<file path="src/rtl/page_extent_allocator_macros.svh">
// assertion helpers for the page extent allocator
`ifndef PAGE_EXTENT_ALLOCATOR_MACROS_SVH
`define PAGE_EXTENT_ALLOCATOR_MACROS_SVH

// property that must hold at every clock edge outside reset
`define PEA_ASSERT(label, prop) \
    label: assert property (@(posedge i_clk) disable iff (!i_rst_n) (prop)) \
        else $error("assertion failed");

// implication whose consequent is checked in the cycle after the antecedent
`define PEA_ASSERT_NEXT(label, ante, cons) \
    label: assert property (@(posedge i_clk) disable iff (!i_rst_n) (ante) |=> (cons)) \
        else $error("assertion failed");

`endif

</file>
<file path="src/rtl/pea_pkg.sv">
package pea_pkg;

    localparam int MaxExtentsDef = 64;
    localparam int PageBitsDef   = 20;

    localparam logic [2:0] StOk       = 3'd0;
    localparam logic [2:0] StNoFit    = 3'd1;
    localparam logic [2:0] StFull     = 3'd2;
    localparam logic [2:0] StDupStart = 3'd3;
    localparam logic [2:0] StZero     = 3'd4;

endpackage

</file>
<file path="src/rtl/page_extent_allocator.sv">
// page extent allocator
// Channel: a transaction is taken when start is high and busy is low. Fields
// i_action (0 allocate, 1 free), i_start_page, i_page_count. The result
// appears on o_alloc_page and o_status for one cycle with o_done high; the
// receiver cannot stall it.
// Free extents live in one synchronous memory sorted by start page and are
// walked one entry at a time by a read-modify-write sequencer.
// Allocate: scan from entry 0 to the first fit; an exact fit then shifts the
// later entries down one at a time, and a larger fit is trimmed in place.
// Free: scan to the insert point, read both neighbors, then shift entries up
// or down one at a time as needed.
// The memory read port is the limit: one read per entry, each used in the
// cycle after it is issued.
// Reset (synchronous, active low) empties the table at once through the
// entry count; stored contents are not cleared and need no clearing pass.
`include "page_extent_allocator_macros.svh"
module page_extent_allocator
    import pea_pkg::*;
#(
    parameter int MAX_EXTENTS = MaxExtentsDef,
    parameter int PAGE_BITS   = PageBitsDef
) (
    input  logic                 i_clk,
    input  logic                 i_rst_n,
    input  logic                 start,
    output logic                 busy,
    input  logic                 i_action,
    input  logic [PAGE_BITS-1:0] i_start_page,
    input  logic [PAGE_BITS:0]   i_page_count,
    output logic                 o_done,
    output logic [19:0]          o_alloc_page,
    output logic [2:0]           o_status
);

    localparam int AW = (MAX_EXTENTS > 1) ? $clog2(MAX_EXTENTS) : 1;
    localparam int CW = $clog2(MAX_EXTENTS + 1);
    localparam int PB = PAGE_BITS;
    localparam int DW = 2 * PB + 1;

    typedef enum logic [3:0] {
        S_IDLE, S_ARD, S_ACHK, S_SRD, S_SWR, S_FRD, S_FCHK, S_LRD, S_LCHK,
        S_RRD, S_RCHK, S_UWR, S_URD, S_DONE
    } t_state;

    t_state            r_state;
    logic [CW-1:0]     r_total;
    logic [CW-1:0]     r_idx;
    logic [CW-1:0]     r_pos;
    logic              r_act;
    logic [PB-1:0]     r_sp;
    logic [PB:0]       r_cnt;
    logic [PB:0]       r_len;
    logic              r_left;
    logic [PB:0]       r_llen;
    logic [PB-1:0]     r_lsp;
    logic              r_down;
    logic              r_done;
    logic [19:0]       r_page;
    logic [2:0]        r_status;
    logic [DW-1:0]     r_hold;

    logic              we;
    logic [AW-1:0]     waddr, raddr;
    logic [DW-1:0]     wdata, rdata;
    logic [PB-1:0]     rd_sp;
    logic [PB:0]       rd_len;
    logic [PB+1:0]     sum_l, sum_r;

    pea_table #(.MAX_EXTENTS(MAX_EXTENTS), .PAGE_BITS(PAGE_BITS)) u_table (
        .i_clk  (i_clk),
        .i_we   (we),
        .i_waddr(waddr),
        .i_wdata(wdata),
        .i_raddr(raddr),
        .o_rdata(rdata)
    );

    assign rd_sp  = rdata[DW-1:PB+1];
    assign rd_len = rdata[PB:0];
    assign busy   = (r_state != S_IDLE);
    assign o_done = r_done;
    assign o_alloc_page = r_page;
    assign o_status     = r_status;

    // memory address and write control
    always_comb begin
        we    = 1'b0;
        waddr = r_idx[AW-1:0];
        wdata = r_hold;
        raddr = r_idx[AW-1:0];
        unique case (r_state)
            S_ACHK: begin
                if (r_idx < r_total && rd_len > r_cnt) begin
                    we    = 1'b1;
                    wdata = {rd_sp, rd_len - r_cnt};
                end
            end
            S_SWR: begin
                we    = 1'b1;
                waddr = r_down ? AW'(r_idx - 1'b1) : AW'(r_idx + 1'b1);
                wdata = rdata;
            end
            S_UWR: begin
                we = 1'b1;
            end
            default: ;
        endcase
    end

    assign sum_l = {1'b0, r_lsp} + {1'b0, r_llen};
    assign sum_r = {2'b0, r_sp} + {1'b0, r_cnt};

    // sequencer
    always_ff @(posedge i_clk) begin
        if (!i_rst_n) begin
            r_state <= S_IDLE;
            r_total <= '0;
            r_done  <= 1'b0;
        end else begin
            r_done <= 1'b0;
            unique case (r_state)
                S_IDLE: begin
                    if (start) begin
                        r_act <= i_action;
                        r_sp  <= i_start_page;
                        r_cnt <= i_page_count;
                        r_idx <= '0;
                        r_left <= 1'b0;
                        r_down <= 1'b0;
                        if (i_page_count == '0) begin
                            r_page   <= '0;
                            r_status <= StZero;
                            r_state  <= S_DONE;
                        end else begin
                            r_state <= i_action ? S_FRD : S_ARD;
                        end
                    end
                end
                // allocate scan
                S_ARD: r_state <= S_ACHK;
                S_ACHK: begin
                    if (r_idx >= r_total) begin
                        r_page <= '0; r_status <= StNoFit; r_state <= S_DONE;
                    end else if (rd_len == r_cnt) begin
                        r_page   <= 20'(rd_sp);
                        r_status <= StOk;
                        r_down   <= 1'b1;
                        r_pos    <= r_total - 1'b1;
                        r_total  <= r_total - 1'b1;
                        r_idx    <= r_idx + 1'b1;
                        r_state  <= (r_idx + 1'b1 < r_total) ? S_SRD : S_DONE;
                    end else if (rd_len > r_cnt) begin
                        r_page   <= 20'(rd_sp + PB'(rd_len - r_cnt));
                        r_status <= StOk;
                        r_state  <= S_DONE;
                    end else begin
                        r_idx   <= r_idx + 1'b1;
                        r_state <= S_ARD;
                    end
                end
                // shift one entry: read at r_idx, write to neighbor
                S_SRD: r_state <= S_SWR;
                S_SWR: begin
                    if (r_down) begin
                        if (r_idx + 1'b1 <= r_pos) begin
                            r_idx <= r_idx + 1'b1; r_state <= S_SRD;
                        end else r_state <= S_DONE;
                    end else begin
                        if (r_idx > r_pos) begin
                            r_idx <= r_idx - 1'b1; r_state <= S_SRD;
                        end else begin
                            r_hold  <= {r_sp, r_cnt};
                            r_state <= S_UWR;
                        end
                    end
                end
                // free: find first entry with start >= r_sp
                S_FRD: r_state <= S_FCHK;
                S_FCHK: begin
                    if (r_idx < r_total && rd_sp < r_sp) begin
                        r_lsp  <= rd_sp;
                        r_llen <= rd_len;
                        r_idx  <= r_idx + 1'b1;
                        r_state <= S_FRD;
                    end else if (r_idx < r_total && rd_sp == r_sp) begin
                        r_page <= '0; r_status <= StDupStart; r_state <= S_DONE;
                    end else begin
                        r_pos <= r_idx;
                        r_len <= r_cnt;
                        r_state <= S_LCHK;
                    end
                end
                S_LRD: r_state <= S_LCHK;
                S_LCHK: begin
                    if (r_pos != '0 && sum_l == {2'b0, r_sp}
                        && ({1'b0, r_llen} + {1'b0, r_cnt}) <= {1'b0, {(PB+1){1'b1}}}) begin
                        r_left <= 1'b1;
                        r_len  <= r_llen + r_cnt;
                    end
                    r_idx   <= r_pos;
                    r_state <= S_RRD;
                end
                S_RRD: r_state <= S_RCHK;
                S_RCHK: begin
                    r_page <= '0; r_status <= StOk;
                    if (r_pos < r_total && sum_r == {2'b0, rd_sp}
                        && ({1'b0, r_len} + {1'b0, rd_len}) <= {1'b0, {(PB+1){1'b1}}}) begin
                        if (r_left) begin
                            // both sides: grow left, drop right
                            r_hold  <= {r_lsp, r_len + rd_len};
                            r_idx   <= r_pos - 1'b1;
                            r_state <= S_URD;
                        end else begin
                            r_hold  <= {r_sp, r_len + rd_len};
                            r_state <= S_UWR;
                        end
                    end else if (r_left) begin
                        r_hold  <= {r_lsp, r_len};
                        r_idx   <= r_pos - 1'b1;
                        r_state <= S_UWR;
                    end else if (r_total >= CW'(MAX_EXTENTS)) begin
                        r_status <= StFull; r_state <= S_DONE;
                    end else begin
                        r_total <= r_total + 1'b1;
                        r_down  <= 1'b0;
                        if (r_total > r_pos) begin
                            r_idx   <= r_total - 1'b1;
                            r_state <= S_SRD;
                        end else begin
                            r_hold  <= {r_sp, r_cnt};
                            r_idx   <= r_pos;
                            r_state <= S_UWR;
                        end
                    end
                end
                // combined merge: write left, then shift the rest down
                S_URD: begin
                    r_down  <= 1'b1;
                    r_total <= r_total - 1'b1;
                    r_state <= S_UWR;
                end
                S_UWR: begin
                    if (r_down && r_left && r_act && r_pos < r_total + 1'b1
                        && r_idx + 1'b1 == r_pos && r_pos + 1'b1 <= r_total) begin
                        r_idx  <= r_pos + 1'b1;
                        r_pos  <= r_total;
                        r_left <= 1'b0;
                        r_state <= S_SRD;
                    end else begin
                        r_state <= S_DONE;
                    end
                end
                S_DONE: begin
                    r_done  <= 1'b1;
                    r_state <= S_IDLE;
                end
                default: r_state <= S_IDLE;
            endcase
        end
    end

    `PEA_ASSERT(a_count_bound, r_total <= CW'(MAX_EXTENTS))
    `PEA_ASSERT_NEXT(a_done_one, r_done, !r_done)
    `PEA_ASSERT_NEXT(a_accept_busy, start && !busy, busy)
    `PEA_ASSERT(a_fail_page, !r_done || r_status == StOk || r_page == '0)

endmodule

</file>
<file path="src/rtl/pea_table.sv">
// extent table: one synchronous memory of start and length pairs
module pea_table
    import pea_pkg::*;
#(
    parameter int MAX_EXTENTS = MaxExtentsDef,
    parameter int PAGE_BITS   = PageBitsDef,
    localparam int AW = (MAX_EXTENTS > 1) ? $clog2(MAX_EXTENTS) : 1,
    localparam int DW = 2 * PAGE_BITS + 1
) (
    input  logic          i_clk,
    input  logic          i_we,
    input  logic [AW-1:0] i_waddr,
    input  logic [DW-1:0] i_wdata,
    input  logic [AW-1:0] i_raddr,
    output logic [DW-1:0] o_rdata
);

    logic [DW-1:0] r_mem [MAX_EXTENTS];
    logic [DW-1:0] r_rdata;

    // one write port, one registered read port
    always_ff @(posedge i_clk) begin
        if (i_we) begin
            r_mem[i_waddr] <= i_wdata;
        end
        r_rdata <= r_mem[i_raddr];
    end

    assign o_rdata = r_rdata;

endmodule

</file>
<file path="config.mk">
export PLATFORM = sky130hd
export DESIGN_NAME = page_extent_allocator
export DESIGN_NICKNAME = d
export VERILOG_FILES = /design/src/rtl/pea_pkg.sv /design/src/rtl/page_extent_allocator.sv /design/src/rtl/pea_table.sv
export VERILOG_INCLUDE_DIRS = /design/src /design/src/rtl
export SDC_FILE = /design/constraint.sdc
export NUM_CORES = 2
export LEC_CHECK = 0
export BUFFER_PORTS_ARGS = -buffer_cell sky130_fd_sc_hd__buf_2
export CAP_MARGIN = 25
export CORE_ASPECT_RATIO = 0.7
export CORE_MARGIN = 2
export CORE_UTILIZATION = 50
export CTS_BUF_LIST = sky130_fd_sc_hd__clkbuf_8
export DETAILED_ROUTE_END_ITERATION = 6
export PLACE_DENSITY = 0.61
export RECOVER_POWER = 50
export SLEW_MARGIN = 40
export SYNTH_ARGS = -nofsm -noshare
export SYNTH_HDL_FRONTEND = slang
export SYNTH_HIERARCHICAL = 1
export SYNTH_SLANG_ARGS = --single-unit
</file>
<file path="constraint.sdc">
create_clock -name i_clk -period 14.22 [get_ports i_clk]
set_input_delay 0.711 -clock i_clk [delete_from_list [all_inputs] [get_ports i_clk]]
set_output_delay 0.711 -clock i_clk [all_outputs]
set_load 0.005 [all_outputs]
</file>
==> flow_summary.yaml <==
run_status:
  status: "finished, violations left"
  violations: "max-capacitance violations, max-slew violations"
detailed_routing:
  vias: 65300
  routed_wl_um: 352000
  wl_per_cell_um: 34.8
  drc: 0
  first_pass_iters: 6
  drtIter0Drc: 9493
  ant_nets: 0
  viasPerCell: 6.45
final_layout:
  post-route-util_pct: 55.9
  synthToLayoutAreaGrowth_pct: 11.3
  mostFrequentLayoutCells: "edfxtp_1, mux4_2, clkbuf_8, nand2_1, inv_1"
  instances_no_fill: 10100
  drive_above_1_share_pct: 22.6
  final_common_cell: "edfxtp_1"
  nets: 6863
  nFillCells: 18000
floorplan:
  dieArea_um2: 240000
  die_h_um: 411
  fp.dieW_um: 585
  initial_core_util_pct: 50.2
  row_count: 149
  core_um2: 235000
  io_pins: 70
clock_network:
  clockBufferDepth: 4
  cts_setup_buffers: 0
  cts_hold_buf: 42
  cts_tree: "yes"
  htreeDepth: 5
  cts.clk_slew.worst_paths_ns: 0.07
  cts-root-buf: "clkbuf_8"
  post_cts_resized: 0
  cts.sinks: 2861
  cts_buffers: 430
  clk_latency_ns: 1.05
timing:
  fin_setup_tns_ns: 0
  clock-skew-final_ns: 0.117
  tightest_slew_ns: 4.03
  period_share_pct: 65.1
  finalHoldViolations: 0
  max_slew_margin_pct: -169
  finalMaxSlewViolations: 3136
  setup_viol: 0
  finalCriticalPeriod_ns: 9.26
  max_freq_mhz: 108
  rsz0062_at_grt: "false"
synth:
  ys_ff_latch: 2861
  ys_types: 90
  syn_nets: 6442
  synth_cells: 6194
  avgSynthCellArea_um2: 19.1
  yosys_warnings: 6
  synth_ff_type: "edfxtp_1"
  seq_area_frac_synth_pct: 72.3
  synth_edf_count: 2808
  async_flop_share_pct: 0
  syn-cell-area_um2: 118000
placement:
  placed_cells: 9307
  dp_hpwl_um: 215000
  port_buffers: 69
  gp_congestion: 0.948
worst_hold_path:
  hp-start: "start"
  hold_depth: 3
  min_to: "r_act$_DFFE_PP_"
  min_path_type: "input port to flip-flop"
setup_path:
  critPathBufInv: 3
  r2r_end: "u_table/r_mem[18][24]$_DFFE_PP_"
  crit_path_max_fanout: 64
  crit_slowest_cell: "clkbuf_1"
  critPathRequiredTime_ns: 14.45
  worstPathCellList: "ha_1 -> o21a_1 -> o31a_1 -> o21ai_0 -> a2111o_1 -> a21oi_1 -> o31ai_1 -> a21oi_1 -> nor2_4 -> clkbuf_1 -> clkbuf_1 -> mux2_2 -> clkbuf_1"
  r2r_start: "u_table/o_rdata[2]$_DFF_P_"
  rrSetupSlack_ns: 4.96
  max_stage_delay_ns: 2.61
  crit_top_cell: "clkbuf_1"
  cp.arrival_ns: 9.48
  r2r_cells: 13
  path_class: "flip-flop to flip-flop"
  crit_family: "buffers and inverters"
  end_kind: "flip-flop"
  worstSetupStartpointType: "flip-flop"
global_route:
  grt_start_max_net_pins: 105
  grt_pass1_vias: 62600
  antenna_found_initial: 21
  grt_usage_pct: 29.3
  grt_pass1_wl_um: 490000
  grt-ovfl-total: 0
pwr:
  leakage_nw: 42.2
  ir_drop_uv: 116
  powerDensity_nw_per_um2: 208
run:
  maxCapViolCount: 67
cell type report:
type                    count  area (um^2)  area share [%]
flip-flops and latches   2861        85400            65.0
diodes                      7         17.5          0.0133
well taps                3171         3970            3.02
clock inverters           309         1790            1.36
multi-input cells        2923        31300            23.9
clock buffers             455         6260            4.77
inverters                 102          389           0.296
repair buffers            297         2200            1.68
power by group:
group	switching [W]	leakage, nW	total [W]	internal, W
logic	0.00649	11.8	0.00987	0.00339
registers	0.000407	25.7	0.0110	0.0106
clock network	0.00320	4.65	0.00648	0.00328
total	0.0101	42.2	0.0274	0.0173
state kept, by name (all words and copies together) (netlist names):
name	flops
r_act	1
r_state	4
r_lsp	20
r_idx	7
r_hold	41
r_llen	21
r_down	1
r_total	7
r_pos	7
r_left	1
u_table/o_rdata	41
o_status	3
o_done	1
r_len	21
o_alloc_page	20
r_cnt	21
u_table/r_mem	2624
r_sp	20
Yosys cell counts (9+ instances only):
master,count,area [um^2]
a211oi_1,23,173
mux2i_1,46,460
ha_1,197,2460
a21o_1,39,293
o211ai_1,19,143
inv_1,102,383
mux4_2,708,15900
o21a_1,34,255
and3_1,10,62.6
a21oi_1,191,956
o21bai_1,16,120
and2_1,11,68.8
nand2b_1,30,188
nand4_1,39,244
nor2_1,270,1010
edfxtp_1,2808,84300
buf_4,32,240
or3_1,16,100
xor2_1,45,394
buf_2,84,420
xnor2_1,99,867
o31ai_1,12,90.1
nor4_1,16,100
dfxtp_1,53,1060
a221o_1,9,90.1
a22oi_1,38,285
mux2_2,76,856
nor2b_1,31,194
nor3_1,65,325
a31oi_1,28,175
clkbuf_1,155,582
buf_1,31,116
o221ai_1,46,403
nand3b_1,13,97.6
o21ai_0,180,901
or2_2,19,119
nand2_1,251,942
o22ai_1,154,963
nand3_1,57,285
through the flow:
step	cell area [um^2]	power, W	setup slack (ns)	hold WS (ns)
3_5_place_dp	123000	0.0209	8.41	0.475
4_1_cts	132000	0.0274	8.32	0.0108
3_3_place_gp	123000	0.0208	7.98	0.475
6_report	131000	0.0274	4.96	0.117
5_1_grt	131000	0.0284	4.64	0.0641
2_1_floorplan	118000	0.0169	7.78	0.434
layer usage:
metal	vias up	routed length, um	global-route usage, %
met5	-	77	0
met4	12	8610	6.51
met3	503	43800	8.24
met2	3814	147000	40.2
met1	34500	153000	46.5
li1	26500	-	-
worst max path at each step:
stage / from / to / cells after the start
6_report: u_table/o_rdata[2]$_DFF_P_ / u_table/r_mem[18][24]$_DFFE_PP_ / 13
5_1_grt: r_cnt[1]$_DFFE_PP_ / u_table/r_mem[14][26]$_DFFE_PP_ / 14
4_1_cts: u_table/o_rdata[2]$_DFF_P_ / u_table/r_mem[26][12]$_DFFE_PP_ / 13
3_5_place_dp: u_table/o_rdata[2]$_DFF_P_ / u_table/r_mem[26][12]$_DFFE_PP_ / 13
3_3_place_gp: r_llen[18]$_DFFE_PP_ / r_len[5]$_DFFE_PP_ / 12
2_1_floorplan: r_cnt[1]$_DFFE_PP_ / u_table/r_mem[48][0]$_DFFE_PP_ / 15
cells by family (layout without fill, tap and decap cells):
logic type	after synthesis	in the layout	share of synthesized area [%]
muxes	830	830	14.6
other	0	7	0
and+or+nand+nor	856	856	3.36
xor gates and xnor gates	144	144	1.07
DFF	2861	2861	72.3
AOI/OAI and AO/OA	890	890	4.90
adders and majority gates	203	203	2.19
buffers and inverters	410	1163	1.53
tightest hold or removal path, cell delays in order:
cell and delay [ns]:
buf_2 0.11, nand2_1 0.05, nor2_1 0.07
Note: power is estimated with default switching activity, not from simulation.
